[config.mk]
export PLATFORM = sky130hd
export DESIGN_NAME = rsa_modular_exponentiation_flat
export DESIGN_NICKNAME = d
export VERILOG_FILES = /design/src/hdl/rme_pkg.sv /design/src/hdl/rme_if.sv /design/src/hdl/rsa_modular_exponentiation.sv /design/src/hdl/rme_dp.sv /design/src/hdl/rme_ctrl.sv /design/src/flat_wrapper.sv
export SDC_FILE = /design/constraint.sdc
export NUM_CORES = 1
export LEC_CHECK = 0
export ABC_AREA = 1
export BUFFER_PORTS_ARGS = -buffer_cell sky130_fd_sc_hd__buf_2
export CORE_MARGIN = 2
export CORE_UTILIZATION = 60
export CTS_BUF_LIST = sky130_fd_sc_hd__clkbuf_2
export CTS_CLUSTER_SIZE = 20
export DETAILED_ROUTE_END_ITERATION = 8
export MAX_ROUTING_LAYER = met4
export PLACE_DENSITY = 0.78
export SETUP_SLACK_MARGIN = 0.5
export SLEW_MARGIN = 40
export SYNTH_ARGS = -nofsm -noshare
export SYNTH_HDL_FRONTEND = slang
export SYNTH_SLANG_ARGS = --single-unit
[constraint.sdc]
create_clock -name clk -period 9.6 [get_ports clk]
set_input_delay 1.92 -clock clk [delete_from_list [all_inputs] [get_ports clk]]
set_output_delay 1.92 -clock clk [all_outputs]
set_load 0.01 [all_outputs]
[src/hdl/rme_pkg.sv]
// Shared constants and control types for the modular exponentiation block
package rme_pkg;

	// field and register widths
	localparam int FIELD_W   = 32;
	localparam int WIDTH_DEF = 32;
	localparam int CFG_IDX_W = 1;

	// register indexes on the configuration port
	localparam logic [CFG_IDX_W-1:0] REG_EXPONENT = 1'd0;
	localparam logic [CFG_IDX_W-1:0] REG_MODULUS  = 1'd1;

	// register reset values
	localparam logic [FIELD_W-1:0] EXPONENT_RST = 32'd0;
	localparam logic [FIELD_W-1:0] MODULUS_RST  = 32'd1;

	// modular product kinds run on the shared shift-add unit
	localparam logic [1:0] OP_RED = 2'd0;  // reduce the input value
	localparam logic [1:0] OP_MUL = 2'd1;  // result times base
	localparam logic [1:0] OP_SQR = 2'd2;  // base squared

	typedef struct packed {
		logic       load;       // capture a new beat, start the reduction
		logic       op_start;   // start a modular product
		logic [1:0] op_kind;    // which product to start
		logic       step;       // advance the product by one bit
		logic       exp_shift;  // drop the exponent bit just used
		logic       out_load;   // move the answer into the output register
	} cmd_t;

	typedef struct packed {
		logic cnt_last;      // product is on its final bit
		logic m_zero;        // modulus is zero
		logic e_zero;        // remaining exponent is zero
		logic e_lsb;         // current exponent bit
		logic e_upper_zero;  // no exponent bits above the current one
	} sts_t;

endpackage

[src/hdl/rme_if.sv]
// Valid/ready channel interfaces for input and result beats
interface rme_in_if;
	logic                        valid;
	logic                        ready;
	logic [rme_pkg::FIELD_W-1:0] value;
	logic                        last;

	modport source (output valid, output value, output last, input ready);
	modport sink (input valid, input value, input last, output ready);
endinterface

interface rme_out_if;
	logic                        valid;
	logic                        ready;
	logic [rme_pkg::FIELD_W-1:0] result_value;
	logic                        result_last;

	modport source (output valid, output result_value, output result_last, input ready);
	modport sink (input valid, input result_value, input result_last, output ready);
endinterface

[src/hdl/rsa_modular_exponentiation.sv]
// Top level: configuration registers, controller and datapath of the exponentiator
//
//   channel  dir  handshake      payload
//   in_ch    in   valid/ready    value[31:0], last
//   out_ch   out  valid/ready    result_value[31:0], result_last
//   cfg      in   cfg_we         cfg_index (0 exponent, 1 modulus), cfg_data[31:0]
//
// Each item reduces the input value, then runs a square for each exponent bit below the top set
// bit and a multiply for each set bit; all of these run on the shared shift-add multiplier,
// which takes one operand bit per cycle.
// A zero exponent or zero modulus skips the reduction and the products.
// Reset clears the controller and sets exponent 0, modulus 1; no clearing pass.
// A new beat is taken once the previous answer sits in the output register.
module rsa_modular_exponentiation #(
	parameter int WIDTH = rme_pkg::WIDTH_DEF
) (
	input  logic                          clk,
	input  logic                          arst_n,
	rme_in_if.sink                        in_ch,
	rme_out_if.source                     out_ch,
	input  logic                          cfg_we,
	input  logic [rme_pkg::CFG_IDX_W-1:0] cfg_index,
	input  logic [rme_pkg::FIELD_W-1:0]   cfg_data
);

	logic [rme_pkg::FIELD_W-1:0] exponent_q;
	logic [rme_pkg::FIELD_W-1:0] modulus_q;
	rme_pkg::cmd_t               cmd;
	rme_pkg::sts_t               sts;

	// configuration registers
	always_ff @(posedge clk or negedge arst_n) begin
		if (!arst_n) begin
			exponent_q <= rme_pkg::EXPONENT_RST;
			modulus_q  <= rme_pkg::MODULUS_RST;
		end else if (cfg_we) begin
			case (cfg_index)
				rme_pkg::REG_EXPONENT: exponent_q <= cfg_data;
				rme_pkg::REG_MODULUS:  modulus_q  <= cfg_data;
				default: ;
			endcase
		end
	end

	rme_ctrl u_ctrl (
		.clk       (clk),
		.arst_n    (arst_n),
		.in_valid  (in_ch.valid),
		.in_ready  (in_ch.ready),
		.out_valid (out_ch.valid),
		.out_ready (out_ch.ready),
		.cmd       (cmd),
		.sts       (sts)
	);

	rme_dp #(
		.WIDTH (WIDTH)
	) u_dp (
		.clk          (clk),
		.arst_n       (arst_n),
		.cmd          (cmd),
		.sts          (sts),
		.cfg_exponent (exponent_q),
		.cfg_modulus  (modulus_q),
		.in_value     (in_ch.value),
		.in_last      (in_ch.last),
		.result_value (out_ch.result_value),
		.result_last  (out_ch.result_last)
	);

endmodule

[src/hdl/rme_dp.sv]
// Datapath: operand registers, shift-add modular multiplier and output register
module rme_dp #(
	parameter int WIDTH = rme_pkg::WIDTH_DEF
) (
	input  logic                        clk,
	input  logic                        arst_n,
	input  rme_pkg::cmd_t               cmd,
	output rme_pkg::sts_t               sts,
	input  logic [rme_pkg::FIELD_W-1:0] cfg_exponent,
	input  logic [rme_pkg::FIELD_W-1:0] cfg_modulus,
	input  logic [rme_pkg::FIELD_W-1:0] in_value,
	input  logic                        in_last,
	output logic [rme_pkg::FIELD_W-1:0] result_value,
	output logic                        result_last
);

	localparam int ExtW = (WIDTH > rme_pkg::FIELD_W) ? WIDTH : rme_pkg::FIELD_W;
	localparam int CntW = $clog2(WIDTH);

	logic [ExtW-1:0]  exp_ext;
	logic [ExtW-1:0]  mod_ext;
	logic [ExtW-1:0]  val_ext;
	logic [ExtW-1:0]  res_ext;
	logic [WIDTH-1:0] e_in;
	logic [WIDTH-1:0] m_in;

	logic [WIDTH-1:0] e_q;
	logic [WIDTH-1:0] m_q;
	logic [WIDTH-1:0] base_q;
	logic [WIDTH-1:0] res_q;
	logic [WIDTH-1:0] acc_q;
	logic [WIDTH-1:0] a_q;
	logic [WIDTH-1:0] b_q;
	logic [CntW-1:0]  cnt_q;
	logic [1:0]       op_q;
	logic             ez_q;
	logic             last_q;
	logic [rme_pkg::FIELD_W-1:0] out_value_q;
	logic                        out_last_q;

	logic [WIDTH-1:0] a_add;
	logic [WIDTH+1:0] t;
	logic [WIDTH+1:0] mm;
	logic [WIDTH+1:0] mm2;
	logic [WIDTH+1:0] d1;
	logic [WIDTH+1:0] d2;
	logic [WIDTH-1:0] acc_d;
	logic [WIDTH-1:0] answer;

	// take operands in their low WIDTH bits
	assign exp_ext = ExtW'(cfg_exponent);
	assign mod_ext = ExtW'(cfg_modulus);
	assign val_ext = ExtW'(in_value);
	assign e_in    = exp_ext[WIDTH-1:0];
	assign m_in    = mod_ext[WIDTH-1:0];

	// one multiplier bit: acc = 2*acc + (bit ? a : 0), below 3m, then reduce
	always_comb begin
		a_add = b_q[WIDTH-1] ? a_q : '0;
		t     = {1'b0, acc_q, 1'b0} + {2'b00, a_add};
		mm    = {2'b00, m_q};
		mm2   = {1'b0, m_q, 1'b0};
		d1    = t - mm;
		d2    = t - mm2;
		if (t >= mm2) begin
			acc_d = d2[WIDTH-1:0];
		end else if (t >= mm) begin
			acc_d = d1[WIDTH-1:0];
		end else begin
			acc_d = t[WIDTH-1:0];
		end
	end

	// operand and product registers
	always_ff @(posedge clk) begin
		if (cmd.load) begin
			e_q    <= e_in;
			m_q    <= m_in;
			ez_q   <= (e_in == '0);
			last_q <= in_last;
			res_q  <= WIDTH'(m_in != WIDTH'(1));
			acc_q  <= '0;
			a_q    <= WIDTH'(1);
			b_q    <= val_ext[WIDTH-1:0];
			cnt_q  <= CntW'(WIDTH - 1);
			op_q   <= rme_pkg::OP_RED;
		end else if (cmd.op_start) begin
			acc_q <= '0;
			cnt_q <= CntW'(WIDTH - 1);
			op_q  <= cmd.op_kind;
			case (cmd.op_kind)
				rme_pkg::OP_MUL: begin
					a_q <= res_q;
					b_q <= base_q;
				end
				default: begin
					a_q <= base_q;
					b_q <= base_q;
				end
			endcase
		end else if (cmd.step) begin
			acc_q <= acc_d;
			b_q   <= {b_q[WIDTH-2:0], 1'b0};
			cnt_q <= cnt_q - CntW'(1);
			if (cnt_q == '0) begin
				case (op_q)
					rme_pkg::OP_MUL: res_q  <= acc_d;
					rme_pkg::OP_RED: base_q <= acc_d;
					rme_pkg::OP_SQR: base_q <= acc_d;
					default: ;
				endcase
			end
		end
		if (cmd.exp_shift) begin
			e_q <= e_q >> 1;
		end
	end

	// zero modulus gives 0, zero exponent gives 1
	always_comb begin
		if (m_q == '0) begin
			answer = '0;
		end else if (ez_q) begin
			answer = WIDTH'(1);
		end else begin
			answer = res_q;
		end
	end
	assign res_ext = ExtW'(answer);

	// output register
	always_ff @(posedge clk) begin
		if (cmd.out_load) begin
			out_value_q <= res_ext[rme_pkg::FIELD_W-1:0];
			out_last_q  <= last_q;
		end
	end

	assign result_value     = out_value_q;
	assign result_last      = out_last_q;
	assign sts.cnt_last     = (cnt_q == '0);
	assign sts.m_zero       = (m_q == '0);
	assign sts.e_zero       = (e_q == '0);
	assign sts.e_lsb        = e_q[0];
	assign sts.e_upper_zero = ((e_q >> 1) == '0);

`ifndef SYNTH
	a_acc_reduced: assert property (@(posedge clk) disable iff (!arst_n)
		$past(cmd.step) |-> (acc_q < m_q))
		else $error("product accumulator not reduced below modulus");
`endif

endmodule

[src/hdl/rme_ctrl.sv]
// Controller: sequences reduction, multiply and square steps and the handshakes
module rme_ctrl (
	input  logic          clk,
	input  logic          arst_n,
	input  logic          in_valid,
	output logic          in_ready,
	output logic          out_valid,
	input  logic          out_ready,
	output rme_pkg::cmd_t cmd,
	input  rme_pkg::sts_t sts
);

	localparam logic [2:0] S_IDLE   = 3'd0;
	localparam logic [2:0] S_CHECK  = 3'd1;
	localparam logic [2:0] S_RED    = 3'd2;
	localparam logic [2:0] S_PICK   = 3'd3;
	localparam logic [2:0] S_MUL    = 3'd4;
	localparam logic [2:0] S_AFTMUL = 3'd5;
	localparam logic [2:0] S_SQR    = 3'd6;
	localparam logic [2:0] S_DONE   = 3'd7;

	logic [2:0] state_q;
	logic [2:0] state_d;
	logic       out_valid_q;

	// next state and commands
	always_comb begin
		state_d = state_q;
		cmd     = '0;
		case (state_q)
			S_IDLE: begin
				if (in_valid) begin
					cmd.load = 1'b1;
					state_d  = S_CHECK;
				end
			end
			S_CHECK: begin
				if (sts.m_zero || sts.e_zero) begin
					state_d = S_DONE;
				end else begin
					state_d = S_RED;
				end
			end
			S_RED: begin
				cmd.step = 1'b1;
				if (sts.cnt_last) begin
					state_d = S_PICK;
				end
			end
			S_PICK: begin
				if (sts.e_zero) begin
					state_d = S_DONE;
				end else if (sts.e_lsb) begin
					cmd.op_start = 1'b1;
					cmd.op_kind  = rme_pkg::OP_MUL;
					state_d      = S_MUL;
				end else begin
					cmd.op_start = 1'b1;
					cmd.op_kind  = rme_pkg::OP_SQR;
					state_d      = S_SQR;
				end
			end
			S_MUL: begin
				cmd.step = 1'b1;
				if (sts.cnt_last) begin
					state_d = S_AFTMUL;
				end
			end
			S_AFTMUL: begin
				// skip the final square once no exponent bits remain
				if (sts.e_upper_zero) begin
					state_d = S_DONE;
				end else begin
					cmd.op_start = 1'b1;
					cmd.op_kind  = rme_pkg::OP_SQR;
					state_d      = S_SQR;
				end
			end
			S_SQR: begin
				cmd.step = 1'b1;
				if (sts.cnt_last) begin
					cmd.exp_shift = 1'b1;
					state_d       = S_PICK;
				end
			end
			S_DONE: begin
				if (!out_valid_q || out_ready) begin
					cmd.out_load = 1'b1;
					state_d      = S_IDLE;
				end
			end
			default: begin
				state_d = S_IDLE;
			end
		endcase
	end

	// state and output valid
	always_ff @(posedge clk or negedge arst_n) begin
		if (!arst_n) begin
			state_q     <= S_IDLE;
			out_valid_q <= 1'b0;
		end else begin
			state_q <= state_d;
			if (cmd.out_load) begin
				out_valid_q <= 1'b1;
			end else if (out_ready) begin
				out_valid_q <= 1'b0;
			end
		end
	end

	assign in_ready  = (state_q == S_IDLE);
	assign out_valid = out_valid_q;

`ifndef SYNTH
	a_load_free: assert property (@(posedge clk) disable iff (!arst_n)
		cmd.out_load |-> (!out_valid_q || out_ready))
		else $error("result overwritten before it was taken");
	a_accept_check: assert property (@(posedge clk) disable iff (!arst_n)
		(in_valid && in_ready) |=> (state_q == S_CHECK))
		else $error("accepted beat did not start a check");
	a_step_run: assert property (@(posedge clk) disable iff (!arst_n)
		cmd.step |-> (state_q == S_RED || state_q == S_MUL || state_q == S_SQR))
		else $error("product step outside a run state");
`endif

endmodule
[src/flat_wrapper.sv]
// flat-port wrapper written by rule: the top's interface ports become plain ports
module rsa_modular_exponentiation_flat 
#(
	parameter int WIDTH = rme_pkg::WIDTH_DEF
)
  (clk, arst_n, cfg_we, cfg_index, cfg_data, in_ch_valid, in_ch_value, in_ch_last, in_ch_ready, out_ch_valid, out_ch_result_value, out_ch_result_last, out_ch_ready);
  rme_in_if in_ch_i ();
  rme_out_if out_ch_i ();
  input  logic clk;
  input  logic arst_n;
  input  logic cfg_we;
  input  logic [rme_pkg::CFG_IDX_W-1:0] cfg_index;
  input  logic [rme_pkg::FIELD_W-1:0] cfg_data;
  input wire logic [$bits(in_ch_i.valid)-1:0] in_ch_valid;
  input wire logic [$bits(in_ch_i.value)-1:0] in_ch_value;
  input wire logic [$bits(in_ch_i.last)-1:0] in_ch_last;
  output wire logic [$bits(in_ch_i.ready)-1:0] in_ch_ready;
  output wire logic [$bits(out_ch_i.valid)-1:0] out_ch_valid;
  output wire logic [$bits(out_ch_i.result_value)-1:0] out_ch_result_value;
  output wire logic [$bits(out_ch_i.result_last)-1:0] out_ch_result_last;
  input wire logic [$bits(out_ch_i.ready)-1:0] out_ch_ready;
  assign in_ch_i.valid = in_ch_valid;
  assign in_ch_i.value = in_ch_value;
  assign in_ch_i.last = in_ch_last;
  assign in_ch_ready = in_ch_i.ready;
  assign out_ch_valid = out_ch_i.valid;
  assign out_ch_result_value = out_ch_i.result_value;
  assign out_ch_result_last = out_ch_i.result_last;
  assign out_ch_i.ready = out_ch_ready;
  rsa_modular_exponentiation #(.WIDTH(WIDTH)) u_core (.clk(clk), .arst_n(arst_n), .in_ch(in_ch_i), .out_ch(out_ch_i), .cfg_we(cfg_we), .cfg_index(cfg_index), .cfg_data(cfg_data));
endmodule
==> key figures, run 1 <==
Route
  – Drt total wl: 71.7 mm
  – Via/cell ratio: 5.76
  – Detailed Routing Iterations Pass 1: 7
  – Vias: 20,159
  – Routed Antenna Nets: 0
  – Drt first-iter violations: 2,300
  – Avg WL per Cell: 20.5 µm
  – # DRC: 0

Finish
  – Layout cell share with drive strength beyond 1: 11.3%
  – Final nets: 3,144
  – # fillers: 3,083
  – Syn-to-layout area delta: 8.30%

Timing
  – Final setup fails: 0
  – Slew HR: 33.4%
  – Final Hold Fails: 0
  – Period utilization: 61.0%
  – Post-route minimum period: 5.85 ns
  – Slew Limit Fails: 0
  – Max Fclk: 0.171 GHz
  – Unrepaired setup endpoints after global routing: no
  – Setup TNS: 0 ns
  – Slew at the pin closest to its max-slew limit: 0.995 ns
  – Clock Skew: 0.149 ns

Flow run
  – Maxcap violations: 0

Yosys
  – Synth warn: 0
  – Mapped Area: 0.0208 mm²
  – Count leader, synth: nand2_1
  – Adder and majority cell fraction of the synthesized area: 6.07%
  – Multiplexer share of the synthesized area: 0%
  – Compound-Gate Fraction of Synth Area: 8.41%
  – Commonest cells post-synth: nand2_1 (990), inv_1 (398), nand3_1 (196)
  – Xor/xnor share of the synthesized area: 2.23%
  – Post-synthesis sequential area ratio: 41.7%
  – Synthesized area per cell: 7.29 µm²
  – Asr flop ratio synth: 20.4%
  – Syn_nets: 3,020
  – Largest family of logic cells by synthesized area: simple AND/OR/NAND/NOR gates
  – Post-synth EDFFs: 163
  – Dominant synthesized flop cell: edfxtp_1
  – Synthesized flop and latch total: 334
  – Synth area leader: edfxtp_1
  – Simple-gate share of the synthesized area: 32.3%
  – Mapped Cells: 2,850
  – Post-synth top area share: 23.6%
  – Top post-synthesis cells by area: edfxtp_1 (24%), nand2_1 (18%), dfxtp_1 (9.9%), dfrtp_1 (8.1%), inv_1 (7.2%)
  – Post-synth cell types: 50

Floorplan
  – Die height: 190 µm
  – Initial Util: 60.6%
  – Row count: 68
  – Chip width: 190 µm
  – Die area: 0.0361 mm²
  – Total core area: 0.0343 mm²
  – Number of top-level pins: 106

Global route
  – First-pass GRT wire length: 108 mm
  – GRT Overall Usage: 40.9%
  – Grt ovf: 0
  – Vias in the first global route: 18,937
  – Pin count of the biggest net entering global routing: 101
  – Initial antenna violation count: 2

Worst setup path
  – R2R setup slack: 3.75 ns
  – Critical Path End Type: register
  – Crit Path Category: reg -> reg
  – WP data required: 10.24 ns
  – CP Launch Type: register
  – Data arrival time of the critical path: 6.49 ns
  – Crit-path max FO: 33

Clocking
  – Post-cts hold buffer count: 0
  – TritonCTS buffer count: 79
  – Clk_lat worst skew: 0.99 ns
  – # resized after CTS: 0
  – CTS HTree Levels: 3
  – Postcts setup bufs: 0
  – Clk pin slew, worst setup/hold paths: 0.11 ns
  – # clock sinks: 334
  – CTS tree: built
  – Clock tree root driver cell: clkbuf_2
  – Worst-case clock buffer depth: 3

Placed design
  – PortBufs: 105
  – Gpl congestion: 1.15
  – Hpwl dp: 56.3 mm

Hold path
  – Hold Path Class: reg -> reg

Outcome
  – Status: complete, no violations
-- placed cells by master (no fill, tap or decap), types with 3 or more instances in the layout --
master and count:
nand3b_1 11, nand2_1 989, o21ai_1 3, nor2_2 8, nand2_2 30, inv_2 13, nand3_1 196, ha_1 96
a21oi_1 90, dfrtp_1 67, o21ai_0 135, a21o_1 6, clkbuf_2 125, edfxtp_1 163, and2_1 25, or2_2 7
inv_1 397, nor2_1 177, o21bai_1 13, nor3_1 17, clkinv_1 14, xor2_1 38, buf_2 105, nand4_1 60
dfxtp_1 103, buf_4 14, nor4_1 29, o21a_1 3, a21oi_2 4, clkinv_2 3, a31oi_1 3, a22o_1 32
nand3_2 12, xnor2_1 15, a21boi_0 3, buf_6 3, fa_1 3
-- worst paths after layout --
check,endpoint,startpoint,cells after the start
max,u_core.u_dp.base_q[1],u_core.u_dp.b_q[31],26
min,u_core.u_dp.result_last,u_core.u_dp.last_q,0
max reg2reg,u_core.u_dp.base_q[1],u_core.u_dp.b_q[31],26
min reg2reg,u_core.u_dp.result_last,u_core.u_dp.last_q,0
max in group asynchronous,u_core.exponent_q[22],arst_n,2
min in group asynchronous,u_core.u_ctrl.out_valid,arst_n,2
-- cell type report --
cell class | count | area, µm² | share of cell area, %
Inverter | 410 | 1540 | 6.84
Clock buffer | 125 | 626 | 2.78
Timing Repair Buffer | 125 | 722 | 3.21
Clock inverter | 22 | 153 | 0.678
Sequential cell | 334 | 8660 | 38.5
Multi-Input combinational cell | 2024 | 10200 | 45.5
Antenna cell | 2 | 5.00 | 0.0222
Tap cell | 455 | 569 | 2.53
-- state kept, by name (all words and copies together), names as in the netlist, 2 cells and up --
register,cells
u_core.u_dp.op_q,2
u_core.u_dp.b_q,32
u_core.modulus_q,32
u_core.u_dp.cnt_q,5
u_core.u_dp.result_value,32
u_core.u_dp.a_q,32
u_core.exponent_q,32
u_core.u_ctrl.state_q,3
u_core.u_dp.base_q,32
u_core.u_dp.e_q,32
u_core.u_dp.res_q,32
u_core.u_dp.m_q,32
u_core.u_dp.acc_q,32
-- worst max-delay path: stages, from the launching register on --
cell      delay [ns]
edfxtp_1        0.34
buf_4           0.34
nand2_1         0.09
inv_1           0.06
ha_1            0.21
inv_1           0.07
fa_1            0.41
inv_1           0.12
nand3_1         0.07
nand2_1         0.15
nand2_1         0.08
nand2_2         0.10
nand2_2         0.06
nand2_2         0.07
xor2_1          0.57
ha_1            0.45
a21oi_2         0.29
nand2_1         0.09
nand2_1         0.06
nand2_1         0.07
a21oi_1         0.25
nand2_2         0.10
nand2_2         0.52
nand3_4         0.50
nand2_1         0.20
nand3_1         0.13
and2_1          0.16
-- routing by layer --
layer  vias to the layer above  wire, µm  GRT usage (%)
met5                         -         0              -
met4                         0      4880           23.2
met3                       254      6810           8.06
met2                      1142     31900           62.5
met1                      9263     28200           50.8
li1                       9500         -              -
-- stage by stage --
step                util, %  hold slack [ns]  instances  worst slack (ns)  cell area, µm²
finish                 65.6            0.441       3497              3.75           22500
global route           65.6            0.453       3497              3.36           22500
CTS                    65.6            0.439       3495              3.88           22500
detailed placement     63.3            0.405       3348              3.85           21700
global placement       63.1            0.400       3345              3.83           21700
floorplan                 -            0.400       2850              5.53           20800
-- cell families after synthesis --
group / count (synthesis)
buffers and inverters: 492
AO/OA/AOI/OAI: 302
AND/OR/NAND/NOR: 1570
XOR/XNOR: 53
adder cells (fa/ha/maj): 99
flip-flops: 334
Power of run 1 is not shown: default switching activity piles up to over one toggle a cycle in this logic, so the estimate is an artifact.
==> run 2, diff against run 1 <==
clock period = 5.4 ns   (was 9.6 ns; I/O delays follow)
==> key figures, run 2 (synthesis gave the netlist of run 1 again) <==
Outcome
  – Status: complete, no violations

Timing
  – Slew HR: 47.5%
  – Slew at the pin closest to its max-slew limit: 0.787 ns
  – Hold slack: 0.184 ns
  – Period utilization: 88.2%
  – Post-route minimum period: 4.77 ns
  – Clock Skew: 0.123 ns
  – Final Hold Fails: 0
  – Final setup fails: 0
  – Setup TNS: 0 ns
  – Unrepaired setup endpoints after global routing: yes
  – Max Fclk: 0.210 GHz
  – Slew Limit Fails: 0

Placed design
  – PortBufs: 105
  – Gpl congestion: 1.13
  – Post-DP Area: 0.0218 mm²
  – Hpwl dp: 54.4 mm

Floorplan
  – Chip width: 190 µm
  – Die height: 190 µm
  – Row count: 68
  – Total core area: 0.0343 mm²
  – Die area: 0.0361 mm²
  – Number of top-level pins: 106
  – Initial Util: 60.6%

Worst setup path
  – Slowest-stage cell, CP: xor2_1
  – CP Launch Type: register
  – WP buf/inv: 6
  – Most used cell, CP: nand2_1
  – WP data required: 6.08 ns
  – Crit path largest cell delay: 0.57 ns
  – Crit-path leading delay family: simple AND/OR/NAND/NOR gates
  – Data arrival time of the critical path: 5.44 ns
  – Critical Path End Type: register
  – Crit Path Category: reg -> reg
  – Crit-path max FO: 21

Route
  – Drt first-iter violations: 2,277
  – Avg WL per Cell: 19.8 µm
  – Routed Antenna Nets: 0
  – Drt total wl: 69.8 mm
  – Vias: 20,147
  – Detailed Routing Iterations Pass 1: 6
  – # DRC: 0
  – Via/cell ratio: 5.71

Clocking
  – TritonCTS buffer count: 84
  – Worst-case clock buffer depth: 3
  – CTS HTree Levels: 3
  – Clock tree root driver cell: clkbuf_2
  – Clk pin slew, worst setup/hold paths: 0.09 ns
  – Clk_lat worst skew: 1.03 ns
  – Post-cts hold buffer count: 0
  – # clock sinks: 334
  – CTS tree: built

Flow run
  – Maxcap violations: 0

Global route
  – GRT Overall Usage: 39.3%
  – Grt ovf: 0
  – First-pass GRT wire length: 104 mm
  – Vias in the first global route: 18,850
  – Pin count of the biggest net entering global routing: 100
  – Initial antenna violation count: 2

Hold path
  – Hold Path Class: in -> async

Finish
  – Commonest non-fill, non-tap cell in the layout: nand2_1
  – Syn-to-layout area delta: 11.7%
  – Final Cell Area: 0.0232 mm²
  – Final core occ: 67.7%
  – Multi-input gate area: 0.0106 mm²
  – Final nets: 3,173
  – FF/Latch Area: 0.00866 mm²
  – Layout cell share with drive strength beyond 1: 14.5%
  – Commonest cells after routing, fill and taps aside: nand2_1 (974), inv_1 (397), nand3_1 (190)
  – # fillers: 2,982
[run 2: cell types whose count changed in the layout (fill, tap and decap cells not counted), moves of 9 or more]
cell and delta:
ha_2 +9, clkbuf_2 +16, ha_1 -18, buf_4 +16, nand2_2 +10, ha_4 +9
nand2_1 -15
[run 2: area by class of cell]
type                            instances  area share (%)
Timing Repair Buffer                  146            4.08
Tap cell                              455            2.45
Clock inverter                         16           0.577
Multi-Input combinational cell       2027            45.9
Sequential cell                       334            37.3
Antenna cell                            2          0.0216
Clock buffer                          141            3.04
Inverter                              410            6.64
[run 2: layer usage]
layer | routed length [µm] | share of wire, % | global-route usage [%] | up-vias
met2 | 31300 | 45 | 60.8 | 1102
met3 | 6700 | 9.6 | 7.08 | 233
met1 | 27400 | 39 | 49.3 | 9241
met4 | 4360 | 6.2 | 21.1 | 0
li1 | - | - | - | 9571
met5 | 0 | 0 | - | -
[run 2: stage by stage]
stage / instances / setup slack, ns
5_1_grt: 3531 / 0.435
3_5_place_dp: 3359 / 0.343
3_3_place_gp: 3358 / 0.390
2_1_floorplan: 2850 / 1.33
4_1_cts: 3524 / 0.503
6_report: 3531 / 0.635
[run 2: path summary, 6_finish.rpt]
path,cells past startpoint,slack [ns],start,end
min,2,0.18,arst_n,u_core.u_ctrl.out_valid
max in group asynchronous,2,4.72,arst_n,u_core.modulus_q[23]
min in group clk,1,0.29,in_ch_last,u_core.u_dp.last_q
max,27,0.63,u_core.u_dp.b_q[31],u_core.u_dp.base_q[29]
min reg2reg,0,0.43,u_core.u_dp.last_q,u_core.u_dp.result_last
max reg2reg,27,0.63,u_core.u_dp.b_q[31],u_core.u_dp.base_q[29]
[run 2: what timing repair did]
item / 4_1_cts / 5_1_grt
pin swaps: 2 / 5
setup buffers: 7 / 3
gates resized for setup: 4 / 86
setup endpoints to repair: 94 / 96
gates cloned: 1 / 2
Power of run 2 is left out for the same reason.
